$ cat src/design/clp_pkg.sv
// Shared types, character codes and command tables for the command line parser.
package clp_pkg;

	localparam int unsigned LINE_BYTES_DEF = 64;
	localparam int unsigned BYTE_W         = 8;
	localparam int unsigned CODE_W         = 24;
	localparam int unsigned VALUE_W        = 10;
	localparam int unsigned ACC_W          = 14;

	localparam logic [BYTE_W-1:0] CHAR_CR    = 8'h0D;
	localparam logic [BYTE_W-1:0] CHAR_LF    = 8'h0A;
	localparam logic [BYTE_W-1:0] CHAR_NUL   = 8'h00;
	localparam logic [BYTE_W-1:0] CHAR_E     = 8'h45;
	localparam logic [BYTE_W-1:0] CHAR_COLON = 8'h3A;
	localparam logic [BYTE_W-1:0] CHAR_ZERO  = 8'h30;
	localparam logic [BYTE_W-1:0] CHAR_NINE  = 8'h39;

	localparam logic [VALUE_W-1:0] VALUE_SAT   = 10'd1023;
	localparam logic [VALUE_W-1:0] LIMIT_MODE  = 10'd4;
	localparam logic [VALUE_W-1:0] LIMIT_ROLL  = 10'd2;
	localparam logic [VALUE_W-1:0] LIMIT_LEVEL = 10'd1000;
	localparam logic [VALUE_W-1:0] RESET_VALUE = 10'd1;

	localparam logic [CODE_W-1:0] CODE_MOD = 24'h4D4F44;
	localparam logic [CODE_W-1:0] CODE_RST = 24'h525354;
	localparam logic [CODE_W-1:0] CODE_ROL = 24'h524F4C;
	localparam logic [CODE_W-1:0] CODE_BRT = 24'h425254;
	localparam logic [CODE_W-1:0] CODE_RED = 24'h524544;
	localparam logic [CODE_W-1:0] CODE_GRN = 24'h47524E;
	localparam logic [CODE_W-1:0] CODE_BLU = 24'h424C55;
	localparam logic [CODE_W-1:0] CODE_UVV = 24'h555656;
	localparam logic [CODE_W-1:0] CODE_WHT = 24'h574854;
	localparam logic [CODE_W-1:0] CODE_SYN = 24'h53594E;

	typedef enum logic [1:0] {
		STATUS_OK     = 2'd0,
		STATUS_FORMAT = 2'd1,
		STATUS_VALUE  = 2'd2
	} status_t;

	// Per-line facts that decide the status of a finished line.
	typedef struct packed {
		logic                lead_ok;
		logic                value_seen;
		logic                colon_ok;
		logic                digits_bad;
		logic [CODE_W-1:0]   code;
		logic [VALUE_W-1:0]  value;
	} line_info_t;

	typedef struct packed {
		logic    valid;
		status_t status;
	} result_t;

	function automatic logic is_level_code(input logic [CODE_W-1:0] c);
		return (c == CODE_BRT) || (c == CODE_RED) || (c == CODE_GRN) ||
			(c == CODE_BLU) || (c == CODE_UVV) || (c == CODE_WHT) ||
			(c == CODE_SYN);
	endfunction

endpackage

$ cat src/design/clp_judge.sv
// Status decision for a completed command line.
module clp_judge import clp_pkg::*; (
	input  line_info_t info,
	output status_t    status
);

	always_comb begin
		if (!info.lead_ok || !info.value_seen || !info.colon_ok) begin
			status = STATUS_FORMAT;
		end else if (info.digits_bad) begin
			status = STATUS_VALUE;
		end else if (info.code == CODE_MOD) begin
			status = (info.value > LIMIT_MODE) ? STATUS_VALUE : STATUS_OK;
		end else if (info.code == CODE_RST) begin
			status = (info.value == RESET_VALUE) ? STATUS_OK : STATUS_VALUE;
		end else if (info.code == CODE_ROL) begin
			status = (info.value > LIMIT_ROLL) ? STATUS_VALUE : STATUS_OK;
		end else if (is_level_code(info.code)) begin
			status = (info.value > LIMIT_LEVEL) ? STATUS_VALUE : STATUS_OK;
		end else begin
			status = STATUS_FORMAT;
		end
	end

endmodule

$ cat src/design/clp_line_tracker.sv
// Per-line state of the parser, updated once for each received byte other than a carriage return.
module clp_line_tracker import clp_pkg::*; #(
	parameter int unsigned LINE_BYTES = LINE_BYTES_DEF
) (
	input  logic              clk,
	input  logic              arst_n,
	input  logic              en,
	input  logic [BYTE_W-1:0] rx_byte,
	output result_t           res
);

	localparam int unsigned CNT_W = $clog2(LINE_BYTES);
	localparam logic [CNT_W-1:0] CNT_FULL = CNT_W'(LINE_BYTES - 1);

	logic [CNT_W-1:0]   char_count_q;
	logic               too_long_q;
	logic               content_ended_q;
	logic               lead_ok_q;
	logic               colon_ok_q;
	logic [CODE_W-1:0]  code_chars_q;
	logic               digits_bad_q;
	logic [VALUE_W-1:0] value_acc_q;
	logic               value_seen_q;

	line_info_t         info;
	status_t            judged;
	logic               is_cr;
	logic               is_lf;
	logic               is_digit;
	logic [ACC_W-1:0]   acc_next;
	logic [VALUE_W-1:0] acc_sat;

	assign is_cr    = (rx_byte == CHAR_CR);
	assign is_lf    = (rx_byte == CHAR_LF);
	assign is_digit = (rx_byte >= CHAR_ZERO) && (rx_byte <= CHAR_NINE);

	// value * 10 + digit, clamped to the 10-bit ceiling
	assign acc_next = {1'b0, value_acc_q, 3'b000} + {3'b000, value_acc_q, 1'b0}
		+ ACC_W'(rx_byte - CHAR_ZERO);
	assign acc_sat  = (acc_next > ACC_W'(VALUE_SAT)) ? VALUE_SAT : acc_next[VALUE_W-1:0];

	assign info = '{
		lead_ok:    lead_ok_q,
		value_seen: value_seen_q,
		colon_ok:   colon_ok_q,
		digits_bad: digits_bad_q,
		code:       code_chars_q,
		value:      value_acc_q
	};

	clp_judge u_judge (
		.info   (info),
		.status (judged)
	);

	always_comb begin
		res.valid  = en && is_lf && (too_long_q || (char_count_q != '0));
		res.status = too_long_q ? STATUS_VALUE : judged;
	end

	always_ff @(posedge clk or negedge arst_n) begin
		if (!arst_n) begin
			char_count_q    <= '0;
			too_long_q      <= 1'b0;
			content_ended_q <= 1'b0;
			lead_ok_q       <= 1'b0;
			colon_ok_q      <= 1'b0;
			code_chars_q    <= '0;
			digits_bad_q    <= 1'b0;
			value_acc_q     <= '0;
			value_seen_q    <= 1'b0;
		end else if (en && !is_cr) begin
			if (is_lf) begin
				char_count_q    <= '0;
				too_long_q      <= 1'b0;
				content_ended_q <= 1'b0;
				lead_ok_q       <= 1'b0;
				colon_ok_q      <= 1'b0;
				code_chars_q    <= '0;
				digits_bad_q    <= 1'b0;
				value_acc_q     <= '0;
				value_seen_q    <= 1'b0;
			end else if (char_count_q == CNT_FULL) begin
				too_long_q <= 1'b1;
			end else begin
				char_count_q <= char_count_q + CNT_W'(1);
				// A zero byte ends the content; later bytes only count.
				if (content_ended_q || (rx_byte == CHAR_NUL)) begin
					content_ended_q <= 1'b1;
				end else if (char_count_q == CNT_W'(0)) begin
					lead_ok_q <= (rx_byte == CHAR_E);
				end else if (char_count_q <= CNT_W'(3)) begin
					code_chars_q <= {code_chars_q[CODE_W-BYTE_W-1:0], rx_byte};
				end else if (char_count_q == CNT_W'(4)) begin
					colon_ok_q <= (rx_byte == CHAR_COLON);
				end else begin
					value_seen_q <= 1'b1;
					if (!is_digit) begin
						digits_bad_q <= 1'b1;
					end else begin
						value_acc_q <= acc_sat;
					end
				end
			end
		end
	end

	a_full_only: assert property (@(posedge clk) disable iff (!arst_n)
		too_long_q |-> (char_count_q == CNT_FULL))
		else $error("overflow flag set while line not full");

	a_ended_counted: assert property (@(posedge clk) disable iff (!arst_n)
		content_ended_q |-> (char_count_q != '0))
		else $error("content end marked on an empty line");

	a_lf_clears: assert property (@(posedge clk) disable iff (!arst_n)
		(en && is_lf) |=> (char_count_q == '0) && !too_long_q && !value_seen_q)
		else $error("line feed did not clear the line state");

endmodule

$ cat src/design/command_line_parser.sv
// Command line parser: takes one byte per cycle on the input stream, while the
// input register is free or can advance, and gives one status request per nonempty
// line on the output stream. Every byte, including a line feed, passes through the
// input register; a line's status is loaded into the result register when the line
// feed advances out of the input register, and the input keeps flowing while a
// finished status waits as long as the result register is free or being drained in
// the same cycle.
module command_line_parser import clp_pkg::*; #(
	parameter int unsigned LINE_BYTES = LINE_BYTES_DEF
) (
	input  logic       clk,
	input  logic       arst_n,
	input  logic       s_tvalid,
	output logic       s_tready,
	input  logic [7:0] s_tdata,   // [7:0] rx_byte
	output logic       m_tvalid,
	input  logic       m_tready,
	output logic [7:0] m_tdata    // [1:0] status, [7:2] zero
);

	logic              valid_s1;
	logic [BYTE_W-1:0] byte_s1;
	logic              out_valid_q;
	status_t           status_q;
	logic              advance;
	result_t           res;

	assign advance  = !out_valid_q || m_tready;
	assign s_tready = !valid_s1 || advance;
	assign m_tvalid = out_valid_q;
	assign m_tdata  = {6'b000000, status_q};

	clp_line_tracker #(
		.LINE_BYTES (LINE_BYTES)
	) u_tracker (
		.clk     (clk),
		.arst_n  (arst_n),
		.en      (valid_s1 && advance),
		.rx_byte (byte_s1),
		.res     (res)
	);

	always_ff @(posedge clk or negedge arst_n) begin
		if (!arst_n) begin
			valid_s1 <= 1'b0;
		end else if (s_tvalid && s_tready) begin
			valid_s1 <= 1'b1;
		end else if (advance) begin
			valid_s1 <= 1'b0;
		end
	end

	always_ff @(posedge clk) begin
		if (s_tvalid && s_tready) begin
			byte_s1 <= s_tdata;
		end
	end

	always_ff @(posedge clk or negedge arst_n) begin
		if (!arst_n) begin
			out_valid_q <= 1'b0;
		end else if (advance) begin
			out_valid_q <= valid_s1 && res.valid;
		end
	end

	always_ff @(posedge clk) begin
		if (advance && valid_s1 && res.valid) begin
			status_q <= res.status;
		end
	end

	a_status_code: assert property (@(posedge clk) disable iff (!arst_n)
		m_tvalid |-> (status_q == STATUS_OK || status_q == STATUS_FORMAT ||
			status_q == STATUS_VALUE))
		else $error("status code out of range");

	a_result_from_lf: assert property (@(posedge clk) disable iff (!arst_n)
		(valid_s1 && advance && res.valid) |-> (byte_s1 == CHAR_LF))
		else $error("result raised by a byte other than line feed");

	a_hold_stage: assert property (@(posedge clk) disable iff (!arst_n)
		(valid_s1 && !advance) |=> (valid_s1 && $stable(byte_s1)))
		else $error("input stage lost a byte while stalled");

endmodule

$ cat config.mk
export PLATFORM = sky130hd
export DESIGN_NAME = command_line_parser
export DESIGN_NICKNAME = d
export VERILOG_FILES = /design/src/design/clp_pkg.sv /design/src/design/clp_judge.sv /design/src/design/clp_line_tracker.sv /design/src/design/command_line_parser.sv
export SDC_FILE = /design/constraint.sdc
export NUM_CORES = 1
export LEC_CHECK = 0
export ABC_AREA = 1
export BUFFER_PORTS_ARGS = -buffer_cell sky130_fd_sc_hd__clkbuf_2
export CAP_MARGIN = 5
export CORE_ASPECT_RATIO = 0.9
export CORE_MARGIN = 8
export CORE_UTILIZATION = 40
export DETAILED_ROUTE_END_ITERATION = 12
export MAX_ROUTING_LAYER = met4
export PLACE_DENSITY = 0.56
export SYNTH_ARGS = -nofsm -noshare
export SYNTH_HDL_FRONTEND = slang
export SYNTH_HIERARCHICAL = 1
export SYNTH_SLANG_ARGS = --single-unit
$ cat constraint.sdc
create_clock -name clk -period 4.4 [get_ports clk]
set_input_delay 0.88 -clock clk [delete_from_list [all_inputs] [get_ports clk]]
set_output_delay 0.88 -clock clk [all_outputs]
set_load 0.01 [all_outputs]
## Yosys cells after proc, flatten, opt, wreduce, memory -nomap -nowiden

Cells that the tools add are included.

| word-level totals | value |
|---|---|
| logic and storage cells | 147 |
| flip-flop bits (word level) | 58 |
| output and inout port bits | 10 |

| operators by class | value |
|---|---|
| eq/ne operators | 23 |
| $add $sub $neg | 4 |
| reductions and logical operators | 45 |
| $lt $le $gt $ge | 7 |
| muxes and demuxes | 55 |

Operators with widths:

| kind | count |
|---|---|
| $eq A24 B23 Y1 const B | 10 |
| $mux W24 | 5 |
| $mux W10 | 8 |
| $mux W1 | 30 |
| $mux W2 | 10 |
| $eq A8 B4 Y1 const B | 2 |
| $add A13 B11 Y14 | 1 |
| $add A14 B14 Y14 | 1 |
| $gt A14 B10 Y1 const B | 1 |
| $reduce_and A7 Y1 | 2 |
| $reduce_bool A2 Y1 | 7 |
| $logic_or A1 B1 Y1 | 12 |
| $mux W6 | 2 |
| $ne A2 B1 Y1 const B | 6 |
| $reduce_and A6 Y1 | 2 |
| $eq A10 B1 Y1 const B | 1 |
| $gt A10 B10 Y1 const B | 1 |
| $gt A10 B2 Y1 const B | 1 |
| $gt A10 B3 Y1 const B | 1 |
| $sub A8 B6 Y9 const B | 1 |
| $eq A8 B6 Y1 const B | 1 |
| $eq A8 B7 Y1 const B | 1 |
| $ge A8 B6 Y1 const B | 1 |
| $le A8 B6 Y1 const B | 1 |
| 13 further kinds | 26 |

## Depth between registers and ports, before layout

| logic depth | value |
|---|---|
| word-level depth | 13 |
| depth in mapped cells | 19 |
| depth with buffers taken out | 19 |

## Hierarchy

The synthesis kept the hierarchy.

By module, submodules not included:

| module | area each (um2) | cells each | sequential area each (um2) | instances |
|---|---|---|---|---|
| clp_line_tracker | 3159.3 | 418 | 1151.1 | 1 |
| clp_judge | 599.3 | 131 | 0.0 | 1 |
| command_line_parser | 456.7 | 32 | 350.3 | 1 |

## Worst setup path after synthesis

Ideal clock, no wire load.

| timing | value |
|---|---|
| path kind | register to register |
| start | register byte_s1[4] |
| end | register u_tracker.value_acc_q[0] |
| path buffers | 0 |
| period minus slack after synthesis | 2.959 ns |
| path slack | 1.441 ns |
| stages on the path, launching flop included | 15 |
| setup time | 0.117 ns |
| data arrival time | 2.841 ns |
| cell sequence | edfxtp_1 > ha_1 > nor2_1 > fa_1 > ha_1 > nand2_1 > inv_1 > a21oi_1 > nand3_1 > nand2_1 > nand2_1 > nor2_1 > nand3_1 > nand2_1 > nand2_1 |

| on the way | value |
|---|---|
| word-level cells in the longest chain between the ends | 11 |
| elaborated cells on any way between the ends | 27 |

Ends and longest elaborated chain:

| item | line | RTL |
|---|---|---|
| start, declared | command_line_parser.sv:22 | `logic [BYTE_W-1:0] byte_s1;` |
| start signal, assigned | command_line_parser.sv:55 | `byte_s1 <= s_tdata;` |
| $sub A8 B6 Y9 | clp_line_tracker.sv:39 | `+ ACC_W'(rx_byte - CHAR_ZERO);` |
| $add A14 B14 Y14 | clp_line_tracker.sv:39 |  |
| $gt A14 B10 Y1 | clp_line_tracker.sv:40 | `assign acc_sat = (acc_next > ACC_W'(VALUE_SAT)) ? VALUE_SAT : acc_next[VALUE_W-1:0];` |
| $mux W10 | clp_line_tracker.sv:40 |  |
| $mux W10 | clp_line_tracker.sv:98 | `if (!is_digit) begin` |
| $mux W10 | clp_line_tracker.sv:94 | `end else if (char_count_q == CNT_W'(4)) begin` |
| $mux W10 | clp_line_tracker.sv:92 | `end else if (char_count_q <= CNT_W'(3)) begin` |
| $mux W10 | clp_line_tracker.sv:90 | `end else if (char_count_q == CNT_W'(0)) begin` |
| $mux W10 | clp_line_tracker.sv:88 | `if (content_ended_q \|\| (rx_byte == CHAR_NUL)) begin` |
| $mux W10 | clp_line_tracker.sv:83 | `end else if (char_count_q == CNT_FULL) begin` |
| $mux W10 | clp_line_tracker.sv:73 | `if (is_lf) begin` |
| end signal, assigned | clp_line_tracker.sv:101 | `value_acc_q <= acc_sat;` |
| end, declared | clp_line_tracker.sv:22 | `logic [VALUE_W-1:0] value_acc_q;` |

Several ways; a longest one is shown, not always the timed one. The select of a mux whose other input is x is not followed.
A chain may end at the register's enable or synchronous reset.

## Worst setup path in the final report

| timing | value |
|---|---|
| start | register byte_s1[4] |
| end | register u_tracker.value_acc_q[1] |

The elaborated chain is that of the path after synthesis.

==> run summary <==
status: complete, no violations
Slowest-stage cell, CP: fa_1
Setup WS pre-CTS: 0.8935 ns
RePlAce Congestion: 0.9273
WP data required: 4.62 ns
endpoints failing hold: 0
total design power: 0.003168 W
drt drc: 0
RSZ-0062 raised after global routing: false
Yosys cell types: 40
hpwl dp: 7387 um
Hold Buf Count CTS: 0
Core ar.: 10,250 um2
CTS tree: yes
first-pass GRT wire length: 17,470 um
Layout area overhead: 11.16%
switching power: 0.001451 W
Comb pwr share: 0.514
Sw Share: 0.4580
I/O pins: 22
YS warnings: 6
Achievable Freq: 286.3 MHz
routed vias/inst: 4.921
top cells by count, synth: nand2_1 (178), inv_1 (73), nor2_1 (59)
fin util: 0.4573
DIE AREA: 14,080 um2
Reg power frac: 0.266
crit-path max FO: 10
Tcrit/Tclk final: 0.7937
Pleak: 2.284 nW
die height: 113.4 um
Critical Path, Cell by Cell: ha_1 -> nor2_1 -> fa_1 -> ha_1 -> nand2_1 -> inv_1 -> a21oi_1 -> nand3_1 -> nand2_1 -> nand2_1 -> nor2_1 -> nand3_1 -> nand2_1 -> nand2_1
WS Path Type: flip-flop to flip-flop
filler cell count: 1,073
Root Driver: clkbuf_16
buffer levels on the longest clock path: 2
initial antenna violation count: 0
Die W: 124.2 um
# Max-Cap Violations: 0
Antenna Nets Post-Route: 0
setup bufs post-CTS: 0
max_slew headroom: 0.4188
Internal: 0.001717 W
Setup TNS: 0 ns
routed wire length: 9834 um
Post-Syn Area: 4215 um2
gr ovfl total: 0
Max Transition Viols Final: 0
WL/cell: 13.40 um
most frequent cell after synthesis: nand2_1
Synth Register Bits: 58
All-Layer GR Usage: 0.1544
row count: 35
ys flop type: dfrtp_1
Starting Density: 0.4114
sequential share of the synthesized area: 0.3562
CTS Buf Count: 9
Final min period: 3.492 ns
Clock Latency Late Sink: 0.33 ns
CTS Sinks: 58
largest cells by area after synthesis: dfrtp_1 (28%), nand2_1 (16%), edfxtp_1 (7.1%)
synthesized area per cell: 7.255 um2
Worst setup SP type: flip-flop
share of layout cells above drive strength 1: 0.1223
PnR worst setup slack: 0.9075 ns
crit end category: flip-flop
PortBufs: 15
Post-synth ARST share: 0.8276
clock skew after layout: 0.008319 ns
Starting DRT DRC Count: 359
nets: 640
hold_ws: 0.4855 ns
Final Setup Violations: 0
Data arrival, critical path: 3.71 ns
largest area contributor in the synthesized netlist: dfrtp_1
min-delay worst type: flip-flop to flip-flop
# H-tree levels: 3
slowest stage delay, CP: 0.52 ns
post-cts resize count: 0
Vias: 3,612
largest net degree at the start of global routing: 49
Worst Path Buf+Inv: 1
Multi-input gate area: 2331 um2
clock slew at reported path FFs: 0.05 ns
share of the synthesized area in the top cell type: 0.2850
Worst VDD drop: 0.0005988 V
Worst path top cell family by delay: simple AND/OR/NAND/NOR gates
Cell Pwr Density: 676.1 nW/um2
actual slew at the worst max-slew pin: 0.8687 ns
Clock power frac: 0.220
CP most frequent cell: nand2_1
vias in the first global route: 3,558
Syn Inst Count: 581
ant diodes: 0
first-pass iteration count of the detailed router: 5
register area: 1501 um2
number of synthesized flops with an enable pin: 10
==> area by class of cell <==
cell class                      instances  share of cell area
Clock buffer                           15             0.06355
Tap cell                              129             0.03445
Sequential cell                        58              0.3204
Multi-Input combinational cell        434              0.4975
Inverter                               81             0.06542
Timing Repair Buffer                   16             0.01762
Clock inverter                          1            0.001068
==> kinds of logic (layout without fill, tap and decap cells) <==
logic type               Yosys count  after routing  synth area share
AO/OA/AOI/OAI                     64             64           0.08727
other                              1              6         0.0008896
XOR/XNOR                           8              8           0.01662
flip-flops                        58             58            0.3562
AND/OR/NAND/NOR                  328            328            0.3446
adder cells (fa/ha/maj)           28             28           0.09914
buffers and inverters             94            113           0.09528
==> worst paths after layout <==
check                                      from                         end  slack, ns  depth (start not counted)
min in group asynchronous                arst_n  u_tracker/code_chars_q[16]       0.65                          2
max in group asynchronous                arst_n   u_tracker/code_chars_q[5]       3.30                          2
hold / removal             u_tracker/colon_ok_q        u_tracker/colon_ok_q       0.49                          2
setup / recovery                     byte_s1[4]    u_tracker/value_acc_q[1]       0.91                         14
setup reg to reg                     byte_s1[4]    u_tracker/value_acc_q[1]       0.91                         14
hold reg to reg            u_tracker/colon_ok_q        u_tracker/colon_ok_q       0.49                          2
==> worst min-delay path, delay by kind of cell (launching register included) <==
kind             cells  cell delay, ns
flip-flops           1            0.34
AO/OA/AOI/OAI        1            0.06
AND/OR/NAND/NOR      1            0.05
==> state kept, by name, indices dropped and copies added (netlist names) <==
name                       count
byte_s1                        8
m_tvalid                       1
status_q                       2
u_tracker/char_count_q         6
u_tracker/code_chars_q        24
u_tracker/colon_ok_q           1
u_tracker/content_ended_q      1
u_tracker/digits_bad_q         1
u_tracker/lead_ok_q            1
u_tracker/too_long_q           1
u_tracker/value_acc_q         10
u_tracker/value_seen_q         1
valid_s1                       1
==> layout by cell type, fill, tap and decap left out, drive strengths merged <==
| master | Yosys | routed |
|---|---|---|
| a21boi | 1 | 1 |
| a21o | 1 | 1 |
| a21oi | 16 | 16 |
| a31oi | 2 | 2 |
| and2 | 1 | 1 |
| buf | 10 | 1 |
| clkbuf | 3 | 30 |
| clkinv | 0 | 1 |
| conb | 1 | 6 |
| dfrtp | 48 | 48 |
| edfxtp | 10 | 10 |
| fa | 9 | 9 |
| ha | 19 | 19 |
| inv | 81 | 81 |
| nand2 | 185 | 185 |
| nand3 | 51 | 51 |
| nand3b | 2 | 2 |
| nand4 | 6 | 6 |
| nor2 | 76 | 76 |
| nor3 | 3 | 3 |
| nor4 | 2 | 2 |
| o21a | 1 | 1 |
| o21ai | 38 | 38 |
| o21bai | 4 | 4 |
| o31ai | 1 | 1 |
| or2 | 2 | 2 |
| xnor2 | 3 | 3 |
| xor2 | 5 | 5 |
==> stage by stage <==
stage          std cells  instance area [um2]
2_1_floorplan        586                 4234
3_3_place_gp         718                 4383
3_5_place_dp         718                 4383
4_1_cts              734                 4686
5_1_grt              734                 4686
6_report             734                 4686
==> routing by layer <==
layer,global-route usage,wire (um),vias up
met3,0.03384,393,10
met5,-,0,-
met2,0.2231,4282,59
li1,-,-,1873
met1,0.2091,5033,1670
met4,0.05213,125,0
==> power by group through the flow <==
| stage | sequential [W] | clock [W] | combinational (W) |
|---|---|---|---|
| 2_1_floorplan | 0.000792 | 0 | 0.00128 |
| 3_3_place_gp | 0.000849 | 0 | 0.00162 |
| 3_5_place_dp | 0.000853 | 0 | 0.00161 |
| 4_1_cts | 0.000844 | 0.000715 | 0.00163 |
| 5_1_grt | 0.000871 | 0.000741 | 0.00191 |
| 6_report | 0.000843 | 0.000697 | 0.00163 |
Note: power is estimated with default switching activity, not from simulation.
